[src/sv/assert_macros.svh]
// ============================================================================
// Assertion macros
// Shared shorthands for clocked concurrent assertions with synchronous reset.
// ============================================================================
`ifndef ASSERT_MACROS_SVH
`define ASSERT_MACROS_SVH

// Property must hold at every clock edge outside reset.
`define ASSERT_CLK(label, clk, rst_n, prop, msg) \
    label: assert property (@(posedge clk) disable iff (!rst_n) prop) \
        else $error(msg);

// Condition must never be true at a clock edge outside reset.
`define ASSERT_NEVER(label, clk, rst_n, cond, msg) \
    label: assert property (@(posedge clk) disable iff (!rst_n) !(cond)) \
        else $error(msg);

`endif

[src/sv/cpu16ex_pkg.sv]
// ============================================================================
// cpu16ex_pkg
// Types, codes and sizes shared by the 16-bit execution unit modules.
// ============================================================================
package cpu16ex_pkg;

    localparam int ADDR_BITS_DEF = 16;
    localparam int WORD_W        = 16;
    localparam int BYTE_W        = 8;
    localparam int NUM_REGS      = 8;
    localparam int REG_IDX_W     = 3;

    // Operation codes.
    localparam logic [2:0] OP_MOV = 3'd0;
    localparam logic [2:0] OP_ADD = 3'd1;
    localparam logic [2:0] OP_SUB = 3'd2;
    localparam logic [2:0] OP_CMP = 3'd3;
    localparam logic [2:0] OP_JNE = 3'd4;

    // Source operand kinds.
    localparam logic [1:0] SRC_REG = 2'd0;
    localparam logic [1:0] SRC_IMM = 2'd1;
    localparam logic [1:0] SRC_MEM = 2'd2;

    // Destination operand kinds.
    localparam logic DST_REG = 1'b0;
    localparam logic DST_MEM = 1'b1;

    localparam logic [WORD_W-1:0] BYTE_MASK = 16'h00FF;

    typedef struct packed {
        logic [2:0]        op;
        logic              dst_kind;
        logic [2:0]        dst_reg;
        logic [1:0]        src_kind;
        logic [2:0]        src_reg;
        logic              wide;
        logic [WORD_W-1:0] imm_value;
        logic [3:0]        base_reg;
        logic [3:0]        index_reg;
        logic [WORD_W-1:0] displacement;
        logic [2:0]        length;
    } t_item;

    typedef struct packed {
        logic [WORD_W-1:0] next_ip;
        logic              zero_flag;
        logic              sign_flag;
        logic [WORD_W-1:0] result_value;
        logic              wrote_back;
    } t_result;

    // What the execute logic hands back to the control.
    typedef struct packed {
        logic [WORD_W-1:0] result;
        logic              wrote;
        logic              reg_we;
        logic              mem_we;
        logic              flags_we;
        logic              zf;
        logic              sf;
        logic [WORD_W-1:0] reg_wdata;
    } t_alu_out;

endpackage

[src/sv/cpu16ex_alu.sv]
// ============================================================================
// cpu16ex_alu
// Operand selection, add and subtract, flags and byte merge for write-back.
// ============================================================================
module cpu16ex_alu (
    input  cpu16ex_pkg::t_item                i_item,
    input  logic [cpu16ex_pkg::WORD_W-1:0]    i_src_word,
    input  logic [cpu16ex_pkg::WORD_W-1:0]    i_dst_word,
    input  logic [cpu16ex_pkg::WORD_W-1:0]    i_mem_word,
    output cpu16ex_pkg::t_alu_out             o_alu
);

    logic [cpu16ex_pkg::WORD_W-1:0] wmask;
    logic [cpu16ex_pkg::WORD_W-1:0] src_val;
    logic [cpu16ex_pkg::WORD_W-1:0] dst_val;
    logic [cpu16ex_pkg::WORD_W-1:0] sum;
    logic [cpu16ex_pkg::WORD_W-1:0] diff;
    logic [cpu16ex_pkg::WORD_W-1:0] result;
    logic                           wrote;
    logic                           flags_we;

    // Register operand: the whole word, or the low or high byte of it.
    function automatic logic [cpu16ex_pkg::WORD_W-1:0] reg_pick(
        input logic [cpu16ex_pkg::WORD_W-1:0] word,
        input logic [2:0]                     code,
        input logic                           wide
    );
        logic [cpu16ex_pkg::WORD_W-1:0] v;
        if (wide) begin
            v = word;
        end else if (code[2]) begin
            v = {8'h00, word[15:8]};
        end else begin
            v = {8'h00, word[7:0]};
        end
        return v;
    endfunction

    assign wmask = i_item.wide ? 16'hFFFF : cpu16ex_pkg::BYTE_MASK;

    always_comb begin
        case (i_item.src_kind)
            cpu16ex_pkg::SRC_REG: src_val = reg_pick(i_src_word, i_item.src_reg, i_item.wide);
            cpu16ex_pkg::SRC_IMM: src_val = i_item.imm_value & wmask;
            cpu16ex_pkg::SRC_MEM: src_val = i_mem_word;
            default:              src_val = '0;
        endcase
    end

    assign dst_val = (i_item.dst_kind == cpu16ex_pkg::DST_MEM) ? i_mem_word
                   : reg_pick(i_dst_word, i_item.dst_reg, i_item.wide);
    assign sum  = dst_val + src_val;
    assign diff = dst_val - src_val;

    always_comb begin
        result   = '0;
        wrote    = 1'b0;
        flags_we = 1'b0;
        case (i_item.op)
            cpu16ex_pkg::OP_MOV: begin
                result = src_val & wmask;
                wrote  = 1'b1;
            end
            cpu16ex_pkg::OP_ADD: begin
                result   = sum & wmask;
                wrote    = 1'b1;
                flags_we = 1'b1;
            end
            cpu16ex_pkg::OP_SUB: begin
                result   = diff & wmask;
                wrote    = 1'b1;
                flags_we = 1'b1;
            end
            cpu16ex_pkg::OP_CMP: begin
                result   = diff & wmask;
                flags_we = 1'b1;
            end
            default: begin
                result = '0;
            end
        endcase
    end

    always_comb begin
        o_alu.result   = result;
        o_alu.wrote    = wrote;
        o_alu.reg_we   = wrote && (i_item.dst_kind == cpu16ex_pkg::DST_REG);
        o_alu.mem_we   = wrote && (i_item.dst_kind == cpu16ex_pkg::DST_MEM);
        o_alu.flags_we = flags_we;
        o_alu.zf       = (result == '0);
        o_alu.sf       = i_item.wide ? result[15] : result[7];
        // A byte write keeps the other half of the destination word.
        if (i_item.wide) begin
            o_alu.reg_wdata = result;
        end else if (i_item.dst_reg[2]) begin
            o_alu.reg_wdata = {result[7:0], i_dst_word[7:0]};
        end else begin
            o_alu.reg_wdata = {i_dst_word[15:8], result[7:0]};
        end
    end

endmodule

[config.mk]
export PLATFORM = sky130hd
export DESIGN_NAME = cpu16ex_alu
export DESIGN_NICKNAME = d
export VERILOG_FILES = /design/src/sv/assert_macros.svh /design/src/sv/cpu16ex_pkg.sv /design/src/sv/cpu16ex_alu.sv
export SDC_FILE = /design/constraint.sdc
export NUM_CORES = 1
export LEC_CHECK = 0
export BUFFER_PORTS_ARGS = -buffer_cell sky130_fd_sc_hd__buf_4
export CAP_MARGIN = 20
export CORE_MARGIN = 2
export CORE_UTILIZATION = 51
export DETAILED_ROUTE_END_ITERATION = 12
export GPL_TIMING_DRIVEN = 0
export PLACE_DENSITY = 0.91
export SLEW_MARGIN = 0
export SYNTH_ARGS = -nofsm -noshare
export SYNTH_HDL_FRONTEND = slang
export SYNTH_SLANG_ARGS = --single-unit
[constraint.sdc]
create_clock -name vclk -period 12.1
set_input_delay 1.21 -clock vclk [all_inputs]
set_output_delay 1.21 -clock vclk [all_outputs]
set_load 0.05 [all_outputs]
==> impl_metrics.env <==
export IMPL_powerDensity_nw_per_um2=90.76
export IMPL_io_pins=142
export IMPL_vias=3186
export IMPL_end_kind="primary output"
export IMPL_grt_overflow=0
export IMPL_die_w_microns=73.66
export IMPL_antenna_left=0
export IMPL_synth_top_area_frac=0.1456
export IMPL_num_rows=25
export IMPL_place_ws_ns=5.162
export IMPL_regArea_sq_um=0
export IMPL_area_growth_pct=35.19
export IMPL_yosysMostFrequentCell="mux2i_1"
export IMPL_holdPathEnd="o_alu[6]"
export IMPL_yosys_area_share_simple=0.2412
export IMPL_internal_power_mw=0.1152
export IMPL_slowest_delay_ns=0.38
export IMPL_worstPathRequired_ns=10.89
export IMPL_synth_compound_area_frac=0.3418
export IMPL_synth_net_count=468
export IMPL_synthMuxAreaShare=0.1820
export IMPL_firstDrtPassIters=9
export IMPL_fin_hold_ws_ns=2.819
export IMPL_cpMaxStageDelayCell="ha_1"
export IMPL_syn_area_sq_um=2475
export IMPL_drv_slew=0
export IMPL_seq_area_frac_synth=0
export IMPL_dieArea_sq_um=5426
export IMPL_synthTopCellsByCount="36 x mux2i_1, 29 x nand2_1, 27 x nor2_1"
export IMPL_drc=0
export IMPL_postCtsHoldBufs=0
export IMPL_setup_tns_ns=0
export IMPL_synth_cell_type_count=64
export IMPL_synth_top_family_by_area="compound AO/OA/AOI/OAI gates"
export IMPL_maxCapViolations=0
export IMPL_synth_area_per_cell_sq_um=7.132
export IMPL_first_iter_violations=308
export IMPL_cp_arrival_ns=5.81
export IMPL_core_area_sq_um=4692
export IMPL_grt_pass1_vias=2883
export IMPL_worstSetupStartpointType="primary input"
export IMPL_cp_buffers_inverters=4
export IMPL_synth_adder_area_share=0.08898
export IMPL_dp_final_hpwl_mm=8.248
export IMPL_crit_fanout=10
export IMPL_initial_utilization=0.5275
export IMPL_clock_buffers=0
export IMPL_synth_area_leaders="mux2i_1 15%, ha_1 8.1%, a21oi_1 5.3%"
export IMPL_yosys_warnings=0
export IMPL_grt_util_all_layers=0.3520
export IMPL_cp_num_cells=22
export IMPL_min_from="i_dst_word[6]"
export IMPL_ir_drop_mv=0.07531
export IMPL_synthXorXnorAreaFrac=0.06370
export IMPL_comb_power_share=1.000
export IMPL_grt_max_degree=11
export IMPL_wl_mm=9.796
export IMPL_antenna_cells=0
export IMPL_vias_per_cell=6.272
export IMPL_placed_cells=508
export IMPL_design_seq_count=0
export IMPL_fin_util=0.7131
export IMPL_grt_pass1_wl_mm=14.92
export IMPL_p_leak_nw=1.706
export IMPL_path_class="in2out"
export IMPL_p_sw_mw=0.1885
export IMPL_swShare=0.6206
export IMPL_multiInputGateArea_sq_um=2271
export IMPL_relSlewSlack=0.4650
export IMPL_drive_above_1_share=0.3238
export IMPL_status="finished, final reports clean"
export IMPL_rsz0062_at_grt="false"
export IMPL_wire_per_inst_microns=19.28
export IMPL_cts_resized=0
export IMPL_io_buffers=107
export IMPL_globalplace_congestion=0.9945
export IMPL_syn_inst=347
export IMPL_max_freq_mhz=142.5
export IMPL_worstPathCellList="buf_4 -> buf_4 -> buf_6 -> nor2_1 -> mux2i_1 -> a22o_1 -> nor3_1 -> and2_1 -> and4_1 -> nor2_1 -> xnor2_1 -> ha_1 -> and3_1 -> a221oi_1 -> nand2_1 -> a21oi_1 -> o31ai_1 -> nand2b_1 -> mux2i_1 -> mux2i_1 -> and4b_1 -> buf_4"
export IMPL_pwr_share_seq=0
export IMPL_clockPowerShare=0
export IMPL_crit_family="simple AND/OR/NAND/NOR gates"
export IMPL_setup_viol=0
export IMPL_final_cells=508
export IMPL_worstHoldPathCells=3
export IMPL_post_cts_setup_buffers=0
export IMPL_period_needed_ns=7.016
export IMPL_fillers=403
export IMPL_die_h_microns=73.66
export IMPL_worst_slack_ns=5.084
export IMPL_min_path_type="in2out"
export IMPL_fin_crit_sh=0.5798
export IMPL_final_nets=577
export IMPL_yosys_area_top_type="mux2i_1"
export IMPL_antenna_found_initial=0
export IMPL_tightest_slew_ns=0.8025
export IMPL_hold_viol=0
==> metrics by stage <==
stage          power [mW]  area, sq um
2_1_floorplan      0.2132         2475
3_3_place_gp       0.2948         3346
3_5_place_dp       0.2981         3346
4_1_cts            0.2995         3346
5_1_grt            0.3246         3346
6_report           0.3037         3346
==> power groups by stage <==
stage	registers [mW]	clock network [mW]	logic (mW)
after detailed placement	0	0	0.298
after floorplan	0	0	0.213
after global routing	0	0	0.325
final	0	0	0.304
after global placement	0	0	0.295
after CTS	0	0	0.299
==> kinds of logic after synthesis <==
logic type	Yosys count
XOR/XNOR	18
buffers and inverters	37
AND/OR/NAND/NOR	111
AO/OA/AOI/OAI	120
multiplexers	44
adder cells (fa/ha/maj)	17
==> worst max-delay path by stage <==
| stage | from | to | slack, ns |
|---|---|---|---|
| after floorplan | i_item[51] | o_alu[14] | 4.82 |
| after global placement | i_item[47] | o_alu[17] | 5.21 |
| after detailed placement | i_item[47] | o_alu[17] | 5.16 |
| after CTS | i_item[47] | o_alu[17] | 5.15 |
| after global routing | i_item[47] | o_alu[17] | 4.66 |
| final | i_item[47] | o_alu[17] | 5.08 |
==> cell usage in the layout, fill, tap and decap left out, types with 4 or more instances in the layout <==
master,Yosys,routed
and3_1,4,4
o21a_1,7,7
xnor2_1,9,9
a22o_1,7,7
o31ai_1,4,4
and2_1,4,4
buf_4,4,111
nor2b_1,8,8
xor2_1,9,9
buf_6,5,5
o2bb2ai_1,8,8
mux2_2,8,8
or2_2,4,4
nor2_1,27,27
ha_1,16,16
a21o_1,5,5
nand2_1,29,29
nor3_1,7,7
o21ai_0,25,25
mux2i_1,36,36
nand2b_1,6,6
inv_1,16,16
a22oi_1,5,5
a21oi_1,26,26
clkbuf_1,10,10
==> routing by layer <==
metal / vias to the layer above / part of all wire / global-route usage
li1: 1499 / - / -
met1: 1457 / 0.41 / 0.4791
met2: 209 / 0.46 / 0.5952
met3: 21 / 0.11 / 0.03018
met4: 0 / 0.023 / 0.08687
met5: - / 0 / 0
==> final cells by class <==
| cell class | count | share of cell area |
|---|---|---|
| multi-input combinational | 310 | 0.6788 |
| timing repair buffer | 107 | 0.2401 |
| tap | 54 | 0.02019 |
| buffer | 21 | 0.04301 |
| inverter | 16 | 0.01795 |
No activity file was read; power rests on OpenSTA's default activity.
