File: src/sv/assert_macros.svh
// ============================================================================
// Assertion macros
// Shared shorthands for clocked concurrent assertions with synchronous reset.
// ============================================================================
`ifndef ASSERT_MACROS_SVH
`define ASSERT_MACROS_SVH

// Property must hold at every clock edge outside reset.
`define ASSERT_CLK(label, clk, rst_n, prop, msg) \
    label: assert property (@(posedge clk) disable iff (!rst_n) prop) \
        else $error(msg);

// Condition must never be true at a clock edge outside reset.
`define ASSERT_NEVER(label, clk, rst_n, cond, msg) \
    label: assert property (@(posedge clk) disable iff (!rst_n) !(cond)) \
        else $error(msg);

`endif

File: src/sv/cpu16ex_pkg.sv
// ============================================================================
// cpu16ex_pkg
// Types, codes and sizes shared by the 16-bit execution unit modules.
// ============================================================================
package cpu16ex_pkg;

    localparam int ADDR_BITS_DEF = 16;
    localparam int WORD_W        = 16;
    localparam int BYTE_W        = 8;
    localparam int NUM_REGS      = 8;
    localparam int REG_IDX_W     = 3;

    // Operation codes.
    localparam logic [2:0] OP_MOV = 3'd0;
    localparam logic [2:0] OP_ADD = 3'd1;
    localparam logic [2:0] OP_SUB = 3'd2;
    localparam logic [2:0] OP_CMP = 3'd3;
    localparam logic [2:0] OP_JNE = 3'd4;

    // Source operand kinds.
    localparam logic [1:0] SRC_REG = 2'd0;
    localparam logic [1:0] SRC_IMM = 2'd1;
    localparam logic [1:0] SRC_MEM = 2'd2;

    // Destination operand kinds.
    localparam logic DST_REG = 1'b0;
    localparam logic DST_MEM = 1'b1;

    localparam logic [WORD_W-1:0] BYTE_MASK = 16'h00FF;

    typedef struct packed {
        logic [2:0]        op;
        logic              dst_kind;
        logic [2:0]        dst_reg;
        logic [1:0]        src_kind;
        logic [2:0]        src_reg;
        logic              wide;
        logic [WORD_W-1:0] imm_value;
        logic [3:0]        base_reg;
        logic [3:0]        index_reg;
        logic [WORD_W-1:0] displacement;
        logic [2:0]        length;
    } t_item;

    typedef struct packed {
        logic [WORD_W-1:0] next_ip;
        logic              zero_flag;
        logic              sign_flag;
        logic [WORD_W-1:0] result_value;
        logic              wrote_back;
    } t_result;

    // What the execute logic hands back to the control.
    typedef struct packed {
        logic [WORD_W-1:0] result;
        logic              wrote;
        logic              reg_we;
        logic              mem_we;
        logic              flags_we;
        logic              zf;
        logic              sf;
        logic [WORD_W-1:0] reg_wdata;
    } t_alu_out;

endpackage

File: src/sv/cpu16ex_regfile.sv
// ============================================================================
// cpu16ex_regfile
// Eight-word register file: two registered read ports, one write port.
// A read at the same edge as a write to that entry returns the new word.
// ============================================================================
module cpu16ex_regfile (
    input  logic                                i_clk,
    input  logic                                i_re,
    input  logic [cpu16ex_pkg::REG_IDX_W-1:0]   i_raddr0,
    input  logic [cpu16ex_pkg::REG_IDX_W-1:0]   i_raddr1,
    output logic [cpu16ex_pkg::WORD_W-1:0]      o_rdata0,
    output logic [cpu16ex_pkg::WORD_W-1:0]      o_rdata1,
    input  logic                                i_we,
    input  logic [cpu16ex_pkg::REG_IDX_W-1:0]   i_waddr,
    input  logic [cpu16ex_pkg::WORD_W-1:0]      i_wdata
);

    logic [cpu16ex_pkg::WORD_W-1:0] r_mem [cpu16ex_pkg::NUM_REGS];
    logic [cpu16ex_pkg::WORD_W-1:0] r_rdata0;
    logic [cpu16ex_pkg::WORD_W-1:0] r_rdata1;

    always_ff @(posedge i_clk) begin
        if (i_we) begin
            r_mem[i_waddr] <= i_wdata;
        end
        if (i_re) begin
            r_rdata0 <= (i_we && (i_waddr == i_raddr0)) ? i_wdata : r_mem[i_raddr0];
            r_rdata1 <= (i_we && (i_waddr == i_raddr1)) ? i_wdata : r_mem[i_raddr1];
        end
    end

    assign o_rdata0 = r_rdata0;
    assign o_rdata1 = r_rdata1;

endmodule

File: config.mk
export PLATFORM = sky130hd
export DESIGN_NAME = cpu16ex_regfile
export DESIGN_NICKNAME = d
export VERILOG_FILES = /design/src/sv/assert_macros.svh /design/src/sv/cpu16ex_pkg.sv /design/src/sv/cpu16ex_regfile.sv
export SDC_FILE = /design/constraint.sdc
export NUM_CORES = 1
export LEC_CHECK = 0
export ABC_AREA = 1
export BUFFER_PORTS_ARGS = -buffer_cell sky130_fd_sc_hd__buf_2
export CAP_MARGIN = 10
export CORE_ASPECT_RATIO = 0.8
export CORE_MARGIN = 2
export CORE_UTILIZATION = 65
export CTS_CLUSTER_DIAMETER = 200
export DETAILED_ROUTE_END_ITERATION = 8
export PLACE_DENSITY = 0.85
export SLEW_MARGIN = 20
export SYNTH_ARGS = -nofsm -noshare
export SYNTH_HDL_FRONTEND = slang
export SYNTH_SLANG_ARGS = --single-unit
File: constraint.sdc
create_clock -name i_clk -period 3.7 [get_ports i_clk]
set_clock_uncertainty 0.2 [all_clocks]
set_input_delay 0.555 -clock i_clk [delete_from_list [all_inputs] [get_ports i_clk]]
set_output_delay 0.555 -clock i_clk [all_outputs]
set_load 0.05 [all_outputs]
==> results of run 1 <==
## worst max-delay path, cell delays in order
cell,delay [ns]
buf_2,0.33
buf_4,0.27
nand2_1,0.07
nand2_1,0.07
nor2_2,0.05
nand2_4,0.23
inv_4,0.18
nand2_1,0.11
nand2_1,0.08
## where the power goes
group	total (mW)	leakage, nW	switching [mW]	internal [mW]
clock network	1.68	0.267	0.743	0.934
registers	2.11	1.47	0.0189	2.09
logic	0.567	2.39	0.428	0.139
total	4.35	4.13	1.19	3.16
## registers in the layout, indices dropped and copies added (netlist names)
name      flops
r_mem       128
o_rdata1     16
o_rdata0     16
## synth_stat cells (all sizes together)
cell type  count
edfxtp       160
nor2          13
buf           42
nand3        225
nand2        343
clkbuf        10
inv          140
## metrics by stage
stage	std cells	hold slack (ns)	setup slack, ns	power (mW)	util [%]
final	1146	0.243	1.70	4.35	74.3
after global routing	1146	0.245	1.68	4.47	74.3
after CTS	1146	0.234	1.78	4.34	74.3
after detailed placement	1114	0.554	1.33	2.69	69.7
after global placement	1114	0.543	1.39	2.68	69.7
after floorplan	933	0.454	1.65	2.53	-
## area by class of cell
class | count | area (sq um) | share of cell area (%)
sequential | 160 | 4800 | 53.2
multi-input combinational | 581 | 2480 | 27.5
inverter | 140 | 538 | 5.95
timing repair buffer | 81 | 460 | 5.09
clock buffer | 18 | 429 | 4.75
tap | 152 | 190 | 2.10
clock inverter | 14 | 131 | 1.45
## cells by family (layout without fill, tap and decap cells)
family,after synthesis,in the layout
simple gates,581,581
buf+inv,192,253
flops,160,160
## routing by layer
| layer | share of wire [%] | global-route usage [%] | vias to the layer above | routed length, um |
|---|---|---|---|---|
| met5 | 0 | 0 | - | 0 |
| met4 | 3.2 | 15.6 | 0 | 687 |
| met3 | 13 | 7.97 | 68 | 2800 |
| met2 | 46 | 51.6 | 577 | 9810 |
| met1 | 38 | 45.9 | 3130 | 8050 |
| li1 | - | - | 3112 | - |
## how the worst min path moves through the flow
stage | start | end | slack [ns] | cells past startpoint
2_1_floorplan | i_wdata[0] | r_mem[0][0] | 0.45 | 0
6_report | i_wdata[8] | r_mem[4][8] | 0.24 | 1
3_5_place_dp | r_mem[5][14] | o_rdata0[14] | 0.55 | 6
3_3_place_gp | r_mem[4][0] | o_rdata0[0] | 0.54 | 6
5_1_grt | i_wdata[11] | r_mem[7][11] | 0.24 | 1
4_1_cts | i_wdata[9] | r_mem[7][9] | 0.23 | 1
==> metrics, run 1 <==
Static Leak=a little over 4 nW; Clock Tree Root=clkbuf_16; fraction of layout cells with a size suffix above 1=between 10% and 20%; largest cells by area after synthesis=edfxtp_1 (59%), nand2_1 (16%), nand3_1 (14%); status=completed; critical path fanouts, max=17; CTS clk-pin slew, worst paths=approximately 0.070 ns; post-synthesis sequential area ratio=roughly three fifths; main combinational cell family by area after synthesis=simple AND/OR/NAND/NOR gates; most frequent cells in the layout=nand2_1 (341), nand3_1 (225), edfxtp_1 (160); largest area contributor in the netlist=edfxtp_1; Die Y=just over 100 um; CTS Hold Bufs=0; GRT overflow=0; RR Endpoint=o_rdata1[2]; Clock Path Buffers=2; pwr/cell area=481 nW/um^2; crit end category=flop; DRC=0; placer congestion estimate=0.849; synthesis-to-layout area growth=11.5%; drt first-iter violations=1,016; area share of the largest cell type after synthesis=59.3%; Synth Area in XOR/XNOR=0%; crit path DAT=about 2.0 ns; Max-Cap Viols=0; TritonCTS buffer count=17; DR vias=6,887; All-Layer GR Usage=33.7%; period utilization=between 50% and 60%; worst-case reg-to-reg path depth=6; Critical Path RT=~3.7 ns; total wire length=21.3 mm; critical path startpoint category=input pin; fmax=501 MHz; diode count=0; Worst VDD drop=between 0.3 and 0.4 mV; clk sinks=160; max-slew violation count=0; beginning of the critical path=i_raddr1[2]; DR vias/cell=~6.0; Hold Crit Class=input pin to flop; Synth Instances=933; WL/cell=approximately 19 um; pin count of the biggest net entering global routing=65; endpoints failing setup=0; final-layout fill cell count=837; first-pass GRT wire length=approximately 34 mm; Die ar.=approximately 13,000 sq um; mux contribution to synthesized area=0%; Starting Density=66.7%; CTS tree=yes; total negative setup slack=0 ns; vias in the first global route=~6.7k; #FFs+latches synth=160; Die Width=around 130 um; Slew Limit Headroom=40.6%; Post-Synthesis Cell Area=~8000 sq um; Synth Area in Adders=0%; Worst R2R Setup Slack=approximately 2.3 ns; RSZ-0062 raised after global routing=false; most common cell after layout, fill and taps aside=nand2_1; # Post-CTS Setup Buffers=0; post-synthesis compound-gate area fraction=0%; H-Tree Depth=4; Fin. Hold Viols=0; Mapped Nets=between 900 and 1k; Post-Synth Simple-Gate Area=slightly above 30%; Routed Antenna Nets=0; min Tclk post-route=about 2 ns; row count=36; worst-skew pair later-pin latency=0.42 ns; DP Wirelength=about 12 mm; drt pass-1 iters=7; worst slew pin tran=a little under 0.9 ns; CP Class=input pin to flop; # resized after CTS=0; initial antenna violation count=0; Critical path destination=o_rdata1[7]; PortBufs=59; fin nets=approximately 1k; core area=12,200 sq um; YS warnings=0; Mean Syn Cell Area=8.69 sq um; Final Cell Area=about 9000 sq um; Post-DP Area=roughly 8500 sq um; Distinct cells, synth=16; # IOs=60; r2r startpoint=r_mem[1][2]
Note: power is estimated with default switching activity, not from simulation.
==> run 2, diff against run 1 <==
- CORE_UTILIZATION: 65 -> 61
- PLACE_DENSITY: 0.85 -> 0.81
- clock period: 3.7 -> 1.9 ns (I/O delays scaled with it)
==> metrics, run 2 (same netlist as run 1, synthesis figures left out) <==
status=completed; period utilization=82.8%; critical path startpoint category=flop; DR vias=6,905 (+0.26%); synthesis-to-layout area growth=16.8%; Buf+Inv Stages, Crit Path=1 (-2); pin count of the biggest net entering global routing=65 (unchanged); Die Width=133 um (+3.1%); H-Tree Depth=4 (unchanged); fin nets=1,032 (+2.3%); Crit path largest cell delay=0.38 ns (+0.05 ns); All-Layer GR Usage=32.6% (-1.0 points); worst-case reg-to-reg path depth=6 (unchanged); DRC=0 (unchanged); RR Endpoint=o_rdata1[2]; worst-skew pair later-pin latency=0.43 ns (about the same); fmax=roughly 640 MHz; Starting Density=62.8% (-3.9 points); largest reg by FF count=r_mem; Worst Hold Endpoint=r_mem[6][1]; total negative setup slack=0 ns (unchanged); total wire length=22.2 mm (+4.2%); Design Power=8.86 mW (+100%); CTS tree=yes; Crit path max-delay family=flip-flops; clk sinks=160 (unchanged); RSZ-0062 raised after global routing=false; max-slew violation count=0 (unchanged); Die ar.=14,200 sq um (+6.3%); Clock Tree Root=clkbuf_16; Fin. Hold Viols=0 (unchanged); Slew Limit Headroom=67.9% (+27 points); Routed Antenna Nets=0 (unchanged); Crit-path slowest cell=edfxtp_1; pwr/cell area=936 nW/um^2 (+94%); Hold Path Depth=1 (unchanged); core area=12,900 sq um (+6.2%); drt first-iter violations=876 (-14%); PortBufs=59 (unchanged); fraction of layout cells with a size suffix above 1=13.1% (+0.52 points); DR vias/cell=5.80 (-3.5%); endpoints failing setup=0 (unchanged); Static Leak=4.29 nW (+4.0%); r2r startpoint=r_mem[5][2]; vias in the first global route=6,632 (-1.2%); CTS clk-pin slew, worst paths=0.06 ns (about the same); WL/cell=18.7 um (+0.23%); diode count=0 (unchanged); Worst VDD drop=0.842 mV (+130%); Worst R2R Setup Slack=0.54 ns (-1.78 ns); DP Wirelength=12.1 mm (+3.0%); # IOs=60 (unchanged); crit path DAT=1.09 ns (-0.88 ns); Die Y=107 um (+3.1%); placer congestion estimate=0.881 (+3.8%); TritonCTS buffer count=17 (unchanged); row count=37 (+2.8%); final-layout fill cell count=916 (+9.4%); crit path cell chain=buf_2; first-pass GRT wire length=34.6 mm (+1.5%); drt pass-1 iters=5 (-2); Clock Path Buffers=2 (unchanged); Critical Path RT=1.41 ns (-2.27 ns); max reg flops=128 (unchanged); Max-Cap Viols=0 (unchanged); GRT overflow=0 (unchanged); Hold Crit Start=i_wdata[1]; most frequent cells in the layout=nand2_1 (341), nand3_1 (225), edfxtp_1 (160); most common cell after layout, fill and taps aside=nand2_1; CP Class=flop to output pin; crit end category=output pin; initial antenna violation count=0 (unchanged); critical path fanouts, max=1 (-16); Hold Crit Class=input pin to flop; min Tclk post-route=1.57 ns; worst slew pin tran=0.482 ns (-0.405 ns)
## run 2: what timing repair did
item                                    in CTS  in global routing
hold buffers                                15                  0
gates resized for setup                      0                  0
endpoints found under the setup margin       0                  0
hold endpoints to repair                   116                  0
buffers inserted                             0                  0
## run 2: final cells by class
type	instances	area, sq um	share of cell area [%]
repair buffers	104	808	8.54
flip-flops and latches	160	4800	50.7
inverters	140	538	5.68
clock inverters	14	189	2.00
clock buffers	17	425	4.49
well taps	175	219	2.31
multi-input cells	581	2480	26.2
## run 2: stage by stage
step,cell area [sq um],instances,setup slack (ns),hold slack (ns),util (%)
after global routing,9470,1191,0.299,0.0193,73.3
final,9470,1191,0.328,0.0255,73.3
after detailed placement,8700,1145,0.131,0.402,67.4
after floorplan,8110,933,0.118,0.184,-
after CTS,9470,1191,0.316,0.00704,73.3
after global placement,8700,1145,0.175,0.401,67.4
## run 2: where the power goes
part	switching, mW	leakage [nW]	internal [mW]
registers	0.0421	1.47	4.07
logic	0.847	2.53	0.323
clock network	1.39	0.287	2.19
## run 2: how the worst max path moves through the flow
stage,from,cells after the start,endpoint,slack [ns]
6_report,o_rdata0[6],1,o_rdata0[6],0.33
5_1_grt,o_rdata0[6],1,o_rdata0[6],0.30
4_1_cts,o_rdata0[6],1,o_rdata0[6],0.32
3_5_place_dp,i_raddr1[0],8,o_rdata1[10],0.13
3_3_place_gp,i_raddr1[0],8,o_rdata1[5],0.18
2_1_floorplan,i_we,4,r_mem[6][0],0.12
## run 2: metal layers
metal	GRT usage, %	share of wire [%]	routed length, um	up-vias
li1	-	-	-	3159
met1	41.5	37	8190	3181
met2	53.8	47	10500	485
met3	7.57	12	2700	80
met4	15.2	3.8	840	0
met5	0	0	0	-
==> run 3, diff against run 2 <==
- CORE_UTILIZATION: 61 -> 55
- PLACE_DENSITY: 0.81 -> 0.77
- clock period: 1.9 -> 1.35 ns (I/O delays scaled with it)
==> metrics, run 3 (same netlist as run 1, synthesis figures left out) <==
status=complete, but fails checks; failing checks=DRC, setup timing; CTS clk-pin slew, worst paths=0.06 ns (about the same); Crit-path slowest cell=edfxtp_1; Worst R2R Setup Slack=0.03 ns (-0.51 ns); row count=39 (+5.4%); Hold Crit Start=i_re; Slew Limit Headroom=66.0% (-1.9 points); r2r startpoint=r_mem[7][4]; Routed Antenna Nets=0 (unchanged); pwr/cell area=1180 nW/um^2 (+26%); total wire length=23.5 mm (+5.8%); PortBufs=59 (unchanged); Worst Hold Endpoint=o_rdata0[15]; fin nets=1,062 (+2.9%); Crit path largest cell delay=0.47 ns (+0.09 ns); critical path fanouts, max=1 (unchanged); fraction of layout cells with a size suffix above 1=24.7% (+12 points); worst slew pin tran=0.511 ns (+0.0286 ns); Worst VDD drop=1.09 mV (+30%); Starting Density=56.5% (-6.3 points); max reg flops=128 (unchanged); period utilization=111%; fmax=approximately 670 MHz; pin count of the biggest net entering global routing=35 (-46%); first-pass GRT wire length=36.8 mm (+6.3%); diode count=0 (unchanged); max-slew violation count=0 (unchanged); Final Cell Area=10,300 sq um (+9.3%); # Post-CTS Setup Buffers=0 (unchanged); crit end category=output pin; crit path cell chain=buf_6; CTS tree=yes; Final WS setup=-0.150 ns (-0.477 ns); Crit path max-delay family=flip-flops; critical path startpoint category=flop; synthesis-to-layout area growth=27.6%; most frequent cells in the layout=nand2_1 (334), nand3_1 (169), edfxtp_1 (160); DR vias=7,078 (+2.5%); Die Width=140 um (+5.2%); Fin. Hold Viols=0 (unchanged); crit path DAT=1.10 ns (about the same); H-Tree Depth=4 (unchanged); RR Endpoint=o_rdata0[4]; CP Class=flop to output pin; most common cell after layout, fill and taps aside=nand2_1; endpoints failing setup=32 (+32); Hold Crit Class=input pin to flop; Max-Cap Viols=0 (unchanged); DR vias/cell=5.75 (-0.83%); Die Y=113 um (+5.1%); Util after Layout=72.1% (-1.2 points); Hold Path Depth=2 (+1); largest reg by FF count=r_mem; placer congestion estimate=0.884 (+0.26%); Post-DP Area=9270 sq um (+6.5%); RSZ-0062 raised after global routing=true; drt first-iter violations=968 (+11%); Clock Path Buffers=2 (unchanged); worst-skew pair later-pin latency=0.43 ns (about the same); TritonCTS buffer count=17 (unchanged); Clock Tree Root=clkbuf_16; DRC=2 (+2); initial antenna violation count=0 (unchanged); DP Wirelength=13.7 mm (+13%); Buf+Inv Stages, Crit Path=1 (unchanged); WL/cell=19.1 um (+2.4%); vias in the first global route=6,933 (+4.5%); worst-case reg-to-reg path depth=6 (unchanged); GRT overflow=0 (unchanged); Design Power=12.2 mW (+38%); min Tclk post-route=1.50 ns; drt pass-1 iters=9 (+4); # IOs=60 (unchanged); All-Layer GR Usage=30.9% (-1.7 points); clk sinks=160 (unchanged); Die ar.=15,700 sq um (+11%); core area=14,300 sq um (+11%); Static Leak=4.66 nW (+8.7%); Critical Path RT=0.95 ns (-0.46 ns)
-- run 3: changes by cell type in the layout (fill, tap and decap cells not counted), sizes merged --
cell         before  now
inv             142  141
bufinv            4    1
dlygate4sd3      15   16
clkinv            4   12
clkinvlp          4    1
buf              89  118
-- run 3: through the flow --
step | TNS, ns | worst slack (ns) | hold slack (ns) | instances
after floorplan | -11.26 | -0.121 | 0.101 | 933
after global placement | -23.98 | -0.240 | 0.313 | 1183
after detailed placement | -25.73 | -0.250 | 0.314 | 1183
after CTS | -1.89 | -0.134 | 0.0564 | 1231
after global routing | -2.83 | -0.172 | 0.0583 | 1231
final | -1.62 | -0.150 | 0.0650 | 1231
-- run 3: how the worst max path moves through the flow --
stage / start / endpoint / cells past startpoint
after floorplan: i_we / r_mem[0][0] / 4
after global placement: i_raddr0[0] / o_rdata0[4] / 8
after detailed placement: i_waddr[2] / o_rdata0[12] / 9
after CTS: o_rdata1[4] / o_rdata1[4] / 1
after global routing: o_rdata1[4] / o_rdata1[4] / 1
final: o_rdata1[4] / o_rdata1[4] / 1
-- run 3: per-layer routing --
metal	vias to the layer above	global-route usage (%)	wire [um]
met3	67	7.94	2500
met4	0	13.6	680
met1	3313	39.9	9060
met5	-	0	0
met2	470	49.9	11300
li1	3228	-	-
-- run 3: cell type report --
type                       count  area [sq um]
inverter                     140           551
sequential                   160          4800
tap                          184           230
multi-input combinational    581          2810
clock inverter                15           101
clock buffer                  17           425
timing repair buffer         134          1420
fill                        1033          4000
-- run 3: repair_timing --
action | in CTS | in global routing
endpoints found under the hold margin | 147 | 0
hold buffers | 16 | 0
pin swaps | 0 | 19
setup endpoints to repair | 32 | 56
gates resized for setup | 64 | 71
-- run 3: report_power, final --
part / switching (mW) / total, mW / leakage [nW] / internal, mW
logic: 1.28 / 1.99 / 2.93 / 0.704
registers: 0.0892 / 5.82 / 1.47 / 5.73
clock network: 1.95 / 4.43 / 0.259 / 2.48
total: 3.32 / 12.2 / 4.66 / 8.91
